$ cat src/hw/rtl/bwlp_pkg.sv
package bwlp_pkg;

  localparam int WORD_BITS = 32;

  // Operation codes
  localparam logic [3:0] OP_READ   = 4'd0;
  localparam logic [3:0] OP_LOAD   = 4'd1;
  localparam logic [3:0] OP_AND    = 4'd2;
  localparam logic [3:0] OP_OR     = 4'd3;
  localparam logic [3:0] OP_XOR    = 4'd4;
  localparam logic [3:0] OP_ANDNOT = 4'd5;
  localparam logic [3:0] OP_NOT    = 4'd6;
  localparam logic [3:0] OP_COUNT  = 4'd7;
  localparam logic [3:0] OP_CLEAR  = 4'd8;

  // Status codes
  localparam logic STS_OK      = 1'b0;
  localparam logic STS_IDX_ERR = 1'b1;

  typedef logic [WORD_BITS-1:0] word_t;

  // Set-bit count of one word, SWAR style
  function automatic logic [5:0] popcount32(input word_t v);
    word_t a;
    word_t b;
    word_t c;
    word_t d;
    word_t e;
    a = v - ((v >> 1) & 32'h5555_5555);
    b = (a & 32'h3333_3333) + ((a >> 2) & 32'h3333_3333);
    c = (b + (b >> 4)) & 32'h0F0F_0F0F;
    d = c + (c >> 8);
    e = d + (d >> 16);
    return e[5:0];
  endfunction

endpackage

$ cat src/hw/rtl/bitset_word_logic_popcount.sv
// Word operations: memory read, then modify and write back, then output load;
// one item in flight, so the next item is accepted only after the result is loaded.
// Count reads the words in use, one memory read per cycle, summing set bits.
// Clear writes zero to len words, one memory write per cycle.
// After reset a clearing pass zeroes all MAX_WORDS entries, one per cycle,
// with in_stall high; valid_bits resets to 2048.
module bitset_word_logic_popcount #(
  parameter int MAX_WORDS = 64
) (
  input  logic                   clk,
  input  logic                   rst_n,
  input  logic                   in_valid,
  output logic                   in_stall,
  input  logic [3:0]             in_op,
  input  logic [5:0]             in_word_index,
  input  bwlp_pkg::word_t        in_operand_word,
  input  logic                   in_write_back,
  input  logic [11:0]            in_clear_bits,
  output logic                   out_valid,
  input  logic                   out_stall,
  output bwlp_pkg::word_t        out_result_word,
  output logic [11:0]            out_bit_count,
  output logic                   out_status,
  input  logic                   cfg_wr_en,
  input  logic [11:0]            cfg_wr_data
);
  import bwlp_pkg::*;

  localparam int AW  = (MAX_WORDS > 1) ? $clog2(MAX_WORDS) : 1;
  localparam int CW  = $clog2(MAX_WORDS + 1);
  localparam int CAP = MAX_WORDS * WORD_BITS;

  localparam logic [2:0] S_INIT = 3'd0;
  localparam logic [2:0] S_IDLE = 3'd1;
  localparam logic [2:0] S_WORD = 3'd2;
  localparam logic [2:0] S_CNT  = 3'd3;
  localparam logic [2:0] S_CLR  = 3'd4;
  localparam logic [2:0] S_EMIT = 3'd5;

  logic [2:0]    state_r;
  logic [11:0]   valid_bits_r;
  logic [CW-1:0] cnt_r;
  logic [CW-1:0] len_r;
  logic [CW-1:0] ridx_r;
  logic          rv_r;
  logic [11:0]   acc_r;

  logic [3:0]    op_r;
  logic [AW-1:0] addr_r;
  word_t         opnd_r;
  logic          wb_r;
  logic          last_r;

  word_t         st_word_r;
  logic [11:0]   st_cnt_r;
  logic          st_sts_r;

  logic          out_valid_r;
  word_t         out_word_r;
  logic [11:0]   out_cnt_r;
  logic          out_sts_r;

  word_t         mem [MAX_WORDS];
  word_t         rdata_r;
  logic          mem_re;
  logic [AW-1:0] mem_raddr;
  logic          mem_we;
  logic [AW-1:0] mem_waddr;
  word_t         mem_wdata;

  // Derived length, words in use and last-word mask
  logic [11:0]   eff_one;
  logic [11:0]   eff;
  logic [7:0]    used_w;
  logic [CW-1:0] used;
  word_t         pad;

  always_comb begin
    eff_one = (valid_bits_r == 12'd0) ? 12'd1 : valid_bits_r;
    eff     = (32'(eff_one) > CAP) ? 12'(CAP) : eff_one;
    used_w  = {1'b0, eff[11:5]} + {7'd0, (eff[4:0] != 5'd0)};
    used    = CW'(used_w);
    pad     = (eff[4:0] == 5'd0) ? '1 : ~(word_t'('1) >> eff[4:0]);
  end

  // Decode the incoming item
  logic          in_acc;
  logic          in_word_op;
  logic          idx_err;
  logic          in_last;
  logic [7:0]    clr_words;
  logic [CW-1:0] clr_len;

  always_comb begin
    in_acc     = in_valid && !in_stall;
    in_word_op = (in_op <= OP_NOT);
    idx_err    = (32'(in_word_index) >= 32'(used));
    in_last    = (32'(in_word_index) == (32'(used) - 32'd1));
    clr_words  = {1'b0, in_clear_bits[11:5]} + 8'd1;
    if (in_clear_bits == 12'd0 || in_clear_bits >= eff ||
        32'(clr_words) >= 32'(used)) begin
      clr_len = used;
    end else begin
      clr_len = CW'(clr_words);
    end
  end

  assign in_stall = (state_r != S_IDLE);

  // Modify the stored word
  word_t word_res;
  logic  word_we;

  always_comb begin
    case (op_r)
      OP_READ:   word_res = rdata_r;
      OP_LOAD:   word_res = opnd_r;
      OP_AND:    word_res = rdata_r & opnd_r;
      OP_OR:     word_res = rdata_r | opnd_r;
      OP_XOR:    word_res = rdata_r ^ opnd_r;
      OP_ANDNOT: word_res = rdata_r & ~opnd_r;
      default:   word_res = ~rdata_r;
    endcase
    if (op_r != OP_READ && last_r) begin
      word_res = word_res & pad;
    end
    word_we = (op_r == OP_LOAD) || (op_r != OP_READ && wb_r);
  end

  // Count lane: mask the last word on its way through
  logic  cnt_last;
  word_t cnt_data;

  always_comb begin
    cnt_last = (32'(ridx_r) == (32'(used) - 32'd1));
    cnt_data = cnt_last ? (rdata_r & pad) : rdata_r;
  end

  // Memory port control
  always_comb begin
    mem_re    = 1'b0;
    mem_raddr = cnt_r[AW-1:0];
    mem_we    = 1'b0;
    mem_waddr = cnt_r[AW-1:0];
    mem_wdata = '0;
    unique case (state_r) inside
      S_INIT, S_CLR: begin
        mem_we = 1'b1;
      end
      S_IDLE: begin
        mem_re    = in_acc && in_word_op && !idx_err;
        mem_raddr = AW'(in_word_index);
      end
      S_WORD: begin
        mem_we    = word_we;
        mem_waddr = addr_r;
        mem_wdata = word_res;
      end
      S_CNT: begin
        mem_re    = (cnt_r < used);
        mem_we    = rv_r && cnt_last;
        mem_waddr = ridx_r[AW-1:0];
        mem_wdata = cnt_data;
      end
      default: begin
      end
    endcase
  end

  // Word store
  always_ff @(posedge clk) begin
    if (mem_we) begin
      mem[mem_waddr] <= mem_wdata;
    end
    if (mem_re) begin
      rdata_r <= mem[mem_raddr];
    end
  end

  // Configuration register
  always_ff @(posedge clk) begin
    if (!rst_n) begin
      valid_bits_r <= 12'd2048;
    end else if (cfg_wr_en) begin
      valid_bits_r <= cfg_wr_data;
    end
  end

  // Sequencer
  logic out_load;
  assign out_load = (state_r == S_EMIT) && (!out_valid_r || !out_stall);

  always_ff @(posedge clk) begin
    if (!rst_n) begin
      state_r <= S_INIT;
      cnt_r   <= '0;
      rv_r    <= 1'b0;
    end else begin
      unique case (state_r)
        S_INIT: begin
          cnt_r <= cnt_r + CW'(1);
          if (cnt_r == CW'(MAX_WORDS - 1)) begin
            state_r <= S_IDLE;
          end
        end
        S_IDLE: begin
          if (in_acc) begin
            cnt_r <= '0;
            rv_r  <= 1'b0;
            if (in_word_op && !idx_err) begin
              state_r <= S_WORD;
            end else if (in_op == OP_COUNT) begin
              state_r <= S_CNT;
            end else if (in_op == OP_CLEAR) begin
              state_r <= S_CLR;
            end else begin
              state_r <= S_EMIT;
            end
          end
        end
        S_WORD: begin
          state_r <= S_EMIT;
        end
        S_CNT: begin
          if (cnt_r < used) begin
            cnt_r <= cnt_r + CW'(1);
            rv_r  <= 1'b1;
          end else begin
            rv_r <= 1'b0;
            if (!rv_r) begin
              state_r <= S_EMIT;
            end
          end
        end
        S_CLR: begin
          cnt_r <= cnt_r + CW'(1);
          if (cnt_r == len_r - CW'(1)) begin
            state_r <= S_EMIT;
          end
        end
        S_EMIT: begin
          if (out_load) begin
            state_r <= S_IDLE;
          end
        end
        default: begin
          state_r <= S_IDLE;
        end
      endcase
    end
  end

  // Item and staging payload
  always_ff @(posedge clk) begin
    if (state_r == S_IDLE && in_acc) begin
      op_r      <= in_op;
      addr_r    <= AW'(in_word_index);
      opnd_r    <= in_operand_word;
      wb_r      <= in_write_back;
      last_r    <= in_last;
      len_r     <= clr_len;
      acc_r     <= '0;
      st_word_r <= '0;
      st_cnt_r  <= '0;
      st_sts_r  <= (in_word_op && idx_err) ? STS_IDX_ERR : STS_OK;
    end
    if (state_r == S_WORD) begin
      st_word_r <= word_res;
    end
    if (state_r == S_CNT) begin
      ridx_r <= cnt_r;
      if (rv_r) begin
        acc_r <= acc_r + 12'(popcount32(cnt_data));
      end else if (cnt_r >= used) begin
        st_cnt_r <= acc_r;
      end
    end
  end

  // Output register: drop when taken, load a staged result when free
  always_ff @(posedge clk) begin
    if (!rst_n) begin
      out_valid_r <= 1'b0;
    end else if (out_load) begin
      out_valid_r <= 1'b1;
    end else if (!out_stall) begin
      out_valid_r <= 1'b0;
    end
  end

  always_ff @(posedge clk) begin
    if (out_load) begin
      out_word_r <= st_word_r;
      out_cnt_r  <= st_cnt_r;
      out_sts_r  <= st_sts_r;
    end
  end

  assign out_valid       = out_valid_r;
  assign out_result_word = out_word_r;
  assign out_bit_count   = out_cnt_r;
  assign out_status      = out_sts_r;

endmodule
$ cat config.mk
export PLATFORM = sky130hd
export DESIGN_NAME = bitset_word_logic_popcount
export DESIGN_NICKNAME = d
export VERILOG_FILES = /design/src/hw/rtl/bwlp_pkg.sv /design/src/hw/rtl/bitset_word_logic_popcount.sv
export SDC_FILE = /design/constraint.sdc
export NUM_CORES = 2
export LEC_CHECK = 0
export BUFFER_PORTS_ARGS = -buffer_cell sky130_fd_sc_hd__buf_2
export CELL_PAD_IN_SITES_DETAIL_PLACEMENT = 1
export CELL_PAD_IN_SITES_GLOBAL_PLACEMENT = 1
export CORE_UTILIZATION = 47
export DETAILED_ROUTE_END_ITERATION = 10
export GPL_ROUTABILITY_DRIVEN = 0
export MAX_ROUTING_LAYER = met4
export PLACE_DENSITY_LB_ADDON = 0.1
export SLEW_MARGIN = 20
export SYNTH_ARGS = -nofsm -noshare
export SYNTH_HDL_FRONTEND = slang
export SYNTH_SLANG_ARGS = --single-unit
$ cat constraint.sdc
create_clock -name clk -period 10.5 [get_ports clk]
set_input_delay 2.1 -clock clk [delete_from_list [all_inputs] [get_ports clk]]
set_output_delay 2.1 -clock clk [all_outputs]
set_load 0.005 [all_outputs]
-- Word level (Yosys, flattened, before mapping)
Memory sizes are Yosys's and may differ from the RTL's. A register that Yosys moved wholly into a read port is not among the register bits.
Index checks and enable logic that the tools add are counted.
- memories: 1
- memory bits (writable): 2048
- bits of input ports: 72
- flip-flop bits (word level): 184
- logic and storage cells: 147
- shift operators: 1
- muxes and demuxes: 42
- reductions and logical operators: 32
- $lt $le $gt $ge: 7
- equality and inequality tests: 25
- $add $sub $neg: 11
- bitwise gates (word level): 9
- memories (name ; depth ; bits a word ; rd ports ; clocked after memory_dff ; write ports ; RTL line ; source):
    mem ; 64 ; 32 ; 1 ; 1 ; 1 ; bitset_word_logic_popcount.sv:63 ; word_t mem [MAX_WORDS];
- operators by type and width (cell ; number):
    one-hot mux 32 bit (6 select lines) ; 1
    2-to-1 mux 32 bit ; 5
    bitwise AND 32 bit ; 4
    2-to-1 mux 12 bit ; 9
    NOT 32 bit ; 3
    one-hot mux 32 bit (2 select lines) ; 1
    equality test 6 x 32 -> 1 bit ; 1
    equality test 7 x 32 -> 1 bit ; 1
    OR 32 bit ; 1
    >> shifter 32 x 5 -> 32 bit (first input constant) ; 1
    subtractor 32 x 31 -> 32 bit ; 1
    bitwise XOR 32 bit ; 1
    adder 30 x 30 -> 31 bit ; 1
    adder 28 x 27 -> 28 bit ; 1
    logical NOT 12 bit ; 2
    2-to-1 mux 3 bit ; 8
    adder 20 x 20 -> 21 bit ; 1
    2-to-1 mux 7 bit ; 3
    one-hot mux 7 bit (3 select lines) ; 1
    one-hot mux 3 bit (6 select lines) ; 1
    adder 12 x 6 -> 12 bit ; 1
    equality test 4 x 3 -> 1 bit (second input constant) ; 3
    >= comparator 12 bit ; 1
    greater-than comparator 12 bit (second input constant) ; 1
    41 further kinds ; 74

-- Logic depth before layout (Yosys ltp)
- depth after elaboration: 17
- depth in mapped cells: 48
- mapped depth without buffers: 45

-- Worst setup path after synthesis
Ideal clock, no wire load.
- path kind: register to register
- start point: register valid_bits_r[0]
- end point: register acc_r[11]
- setup time: 91 ps
- setup slack: 73 ps
- stages on the path, launching flop included: 42
- required time: 10409 ps
- period minus slack after synthesis: 10427 ps
- arrival time: 10336 ps
- buffers on the path: 3
- cell sequence: dfxtp_1 nor4_4 a21boi_0 a21o_1 inv_1 clkbuf_1 ha_1 ha_1 or4b_1 a31oi_1 nor2_4 xnor3_1 nor4bb_1 buf_4 buf_6 nand3_1 o21ai_0 ha_1 (+6 left out) a31o_2 or4_1 nand4_1 fa_1 fa_1 fa_1 inv_1 fa_1 inv_1 ha_1 a21o_1 a21o_1 a21o_1 a21oi_1 inv_1 a21oi_1 nor3_1 a311oi_1
- word-level cells in the longest chain between the ends: 17
- ends and longest elaborated chain (element ; RTL line ; source):
    start: declaration ; bitset_word_logic_popcount.sv:41 ; logic [11:0] valid_bits_r;
    start signal: assignment ; bitset_word_logic_popcount.sv:185 ; valid_bits_r <= cfg_wr_data;
    logical NOT 12 bit ; bitset_word_logic_popcount.sv:79 ; eff_one = (valid_bits_r == 12'd0) ? 12'd1 : valid_bits_r;
    2-to-1 mux 12 bit * ; bitset_word_logic_popcount.sv:79 ;
    greater-than comparator 12 bit ; bitset_word_logic_popcount.sv:80 ; eff = (32'(eff_one) > CAP) ? 12'(CAP) : eff_one;
    2-to-1 mux 12 bit * ; bitset_word_logic_popcount.sv:80 ;
    nonzero test 5 bit or >> shifter 32 x 5 -> 32 bit (tied branches) ; bitset_word_logic_popcount.sv:81, bitset_word_logic_popcount.sv:83 ;
    adder 7 x 1 -> 7 bit or NOT 32 bit (tied branches) ; bitset_word_logic_popcount.sv:81, bitset_word_logic_popcount.sv:83 ;
    subtractor 7 x 1 -> 8 bit or 2-to-1 mux 32 bit (tied branches) ; bitset_word_logic_popcount.sv:135, bitset_word_logic_popcount.sv:83 ;
    equality test 7 x 32 -> 1 bit or bitwise AND 32 bit (tied branches) ; bitset_word_logic_popcount.sv:135, bitset_word_logic_popcount.sv:136 ;
    2-to-1 mux 32 bit * ; bitset_word_logic_popcount.sv:136 ; cnt_data = cnt_last ? (rdata_r & pad) : rdata_r;
    subtractor 32 x 31 -> 32 bit * ; bwlp_pkg.sv:29 ; a = v - ((v >> 1) & 32'h5555_5555);
    adder 30 x 30 -> 31 bit * ; bwlp_pkg.sv:30 ; b = (a & 32'h3333_3333) + ((a >> 2) & 32'h3333_3333);
    adder 28 x 27 -> 28 bit * ; bwlp_pkg.sv:31 ; c = (b + (b >> 4)) & 32'h0F0F_0F0F;
    adder 20 x 20 -> 21 bit * ; bwlp_pkg.sv:32 ; d = c + (c >> 8);
    adder 6 x 5 -> 6 bit * ; bwlp_pkg.sv:33 ; e = d + (d >> 16);
    adder 12 x 6 -> 12 bit * ; bitset_word_logic_popcount.sv:273 ; acc_r <= acc_r + 12'(popcount32(cnt_data));
    2-to-1 mux 12 bit * ; bitset_word_logic_popcount.sv:272 ; if (rv_r) begin
    2-to-1 mux 12 bit * ; bitset_word_logic_popcount.sv:270 ; if (state_r == S_CNT) begin
    end signal: assignment ; bitset_word_logic_popcount.sv:273 ;
    end: declaration ; bitset_word_logic_popcount.sv:46 ; logic [11:0] acc_r;
Every way passes the cells marked *; elsewhere a longest branch is shown, timed or not.
A chain may end at the register's enable or synchronous reset.

-- Final worst setup path
- start point: register valid_bits_r[0]
- end point: register acc_r[9]
The elaborated chain is that of the path after synthesis.

==> metrics.cfg <==
[timing]
setup_viol = 0
tns_ns = 0
fin_skew_ns = 0.0423
hold_viol_final = 0
timing.final.crit_share_pct = 95.7
max_freq_mhz = 99.5
worst-slew-pin-transition_ns = 1.24
slew_headroom_pct = 14.9
setup_slack_ns = 0.451
slew_viol_final = 0
period_needed_ns = 10.05

[global_route]
grt_pass1_wl_um = 451000
busiest_layer = met2
grt_use_total_pct = 30.7
grt_antenna_before_repair = 12
grt_max_degree = 169
use_met2_pct = 46.9
use_met3_pct = 3.77
grt_pass1_vias = 65500
grt_overflow = 0
gr-usage-met1_pct = 42.5

[logic_synthesis]
synth.area.top_cells = edfxtp_1 (69%), nand2_1 (8.4%), a311oi_1 (3.5%)
syn_avg_cell_area_sq_um = 12.5
synth.distinct_cells = 92
synth_area_sq_um = 96200
synthSimpleGateAreaFrac_pct = 14.6
ys_seq_area_share_pct = 70.2
synth_compound_area_share_pct = 9.12
synthArstFlopShare_pct = 0
synth_edf_count = 2216
synth_area_leader_cell = edfxtp_1
synth_warnings = 0
synthTopCellsByCount = edfxtp_1 (2,216), nand2_1 (2,147), nand3_1 (561), clkbuf_1 (476), a311oi_1 (388)
synth_ff_type = edfxtp_1
syn_nets = 7949
synth-adder-area-share_pct = 2.27
synth_top_area_share_pct = 69.2
muxShareOfSynthArea_pct = 0.364
synthCells = 7712
synth_top_family_by_area = simple AND/OR/NAND/NOR gates
synth.most_common_cell = edfxtp_1
synth_xor_area_share_pct = 0.712
synth_seq_cells = 2264

[clock_network]
cts-root-buf = clkbuf_16
clk_pin_slew_ns = 0.06
cts_buffer_depth = 3
cts_buffers = 232
htree_levels = 4
clock-sinks = 2264
clock_latency_ns = 0.89
cts_tree = built

[detailed_routing]
ant_nets = 0
wire_per_inst_um = 29.2
vias = 65600
wl_um = 311000
drtPass1Iterations = 6
drc = 0
drtIter0Drc = 6709
via_per_inst = 6.16

[flow_run]
max-cap-violations = 0

[outcome]
status = finished clean

[critical_path]
crit_path_start_kind = register
cp_slowest_cell = fa_1
cp.arrival_ns = 10.75
crit_required_ns = 11.20
endpoint_kind = register
crit_fanout = 5
path_class = reg2reg
cp_slowest_stage_delay_ns = 0.61
r2r_cells = 40
crit_top_cell = ha_1

[floorplan]
die_w_um = 454
placementRows = 165
die_area_sq_um = 206000
ios = 119
die_h_um = 454
core_sq_um = 203000
initial_core_util_pct = 47.4

[power]
power.total_uw = 32100
peakVddDrop_v = 0.000545
p_leak_uw = 0.0376
pwr_density_cell_nw_per_um2 = 297

[layout]
syn_to_final_growth_pct = 12.6
final_nets = 8023
fin_util_pct = 53.4
finalInstanceArea_sq_um = 108000
layout-drive-gt1-share_pct = 10.3

[place]
hpwl_um = 178000
port-buffer-count = 118
dpl_cell_area_sq_um = 101000
dp_slack_ns = -0.175

[hold_path]
hold_path_depth = 0
min-delay-path-class = reg2reg

power by group:
| part | leakage [uW] | switching, uW | internal (uW) |
|---|---|---|---|
| clock | 0.00348 | 3500 | 4380 |
| sequential | 0.0193 | 161 | 10400 |
| combinational | 0.0149 | 9390 | 4290 |
metrics by stage:
stage / std cells / hold WS, ns
3_5_place_dp: 10200 / 0.406
6_report: 10600 / 0.417
5_1_grt: 10600 / 0.424
2_1_floorplan: 7712 / 0.400
4_1_cts: 10600 / 0.420
3_3_place_gp: 10200 / 0.402
sequential cells by signal, indices dropped and copies added, names as in the netlist, 3 cells and up:
signal,cells
op_r,4
st_word_r,32
len_r,7
opnd_r,32
cnt_r,7
valid_bits_r,12
out_result_word,32
addr_r,6
state_r,3
mem,2048
ridx_r,7
acc_r,12
out_bit_count,12
st_cnt_r,12
rdata_r,32
metal layers:
layer,routed length [um],vias up
li1,-,28700
met1,137000,34100
met2,144000,2242
met3,18600,467
met4,11400,0
met5,0,-
path summary, 6_finish.rpt:
path,from,endpoint,slack (ns)
min reg2reg,st_word_r[26],out_result_word[26],0.42
max reg2reg,valid_bits_r[0],acc_r[9],0.45
min,st_word_r[26],out_result_word[26],0.42
max,valid_bits_r[0],acc_r[9],0.45
critical path, delay by kind of cell (launching register included):
family                   cells  cell delay (ns)
adder cells (fa/ha/maj)      9             3.38
AO/OA/AOI/OAI               16             2.75
AND/OR/NAND/NOR              7             2.23
buffers and inverters        6             0.63
XOR/XNOR                     2             0.53
flip-flops                   1             0.33
layout by cell type, fill, tap and decap left out, drive strengths merged, types with 11 or more instances in the layout:
| cell type | instances |
|---|---|
| nor2b | 23 |
| o21ai | 121 |
| clkbuf | 294 |
| nor2 | 178 |
| nor4 | 11 |
| nand2 | 2147 |
| a21o | 55 |
| inv | 170 |
| bufinv | 11 |
| a31oi | 142 |
| dfxtp | 48 |
| nor3 | 18 |
| and3 | 268 |
| o211ai | 13 |
| a211oi | 130 |
| ha | 149 |
| a221oi | 11 |
| o21bai | 22 |
| clkinv | 110 |
| buf | 356 |
| nand3 | 561 |
| xnor2 | 52 |
| a2111oi | 22 |
| edfxtp | 2216 |
| a311oi | 388 |
| a21oi | 237 |
| mux2i | 26 |
| nand2b | 11 |
| fa | 16 |
| xor2 | 21 |
cell families (layout without fill, tap and decap cells):
family          Yosys count  count (layout)
xor+xnor                 75              75
buf+inv                 682             942
other cells               0               5
compound gates         1217            1217
simple gates           3275            3275
mux                      34              34
fa+ha+maj               165             165
flops                  2264            2264
layout make-up:
type,count,area [sq um]
fillers,20200,94400
repair buffers,356,2640
flip-flops and latches,2264,67500
diodes,5,12.5
well taps,2672,3340
multi-input cells,4766,27100
inverters,166,623
clock buffers,294,6150
clock inverters,126,973
what timing repair did:
item | in CTS | in global routing
hold buffers | 0 | 0
pin swaps | 0 | 7
endpoints found under the setup margin | 5 | 7
resized for setup | 3 | 21
cloned | 0 | 0
buffers inserted | 0 | 2
endpoints found under the hold margin | 0 | 0
Note: power is estimated with default switching activity, not from simulation.
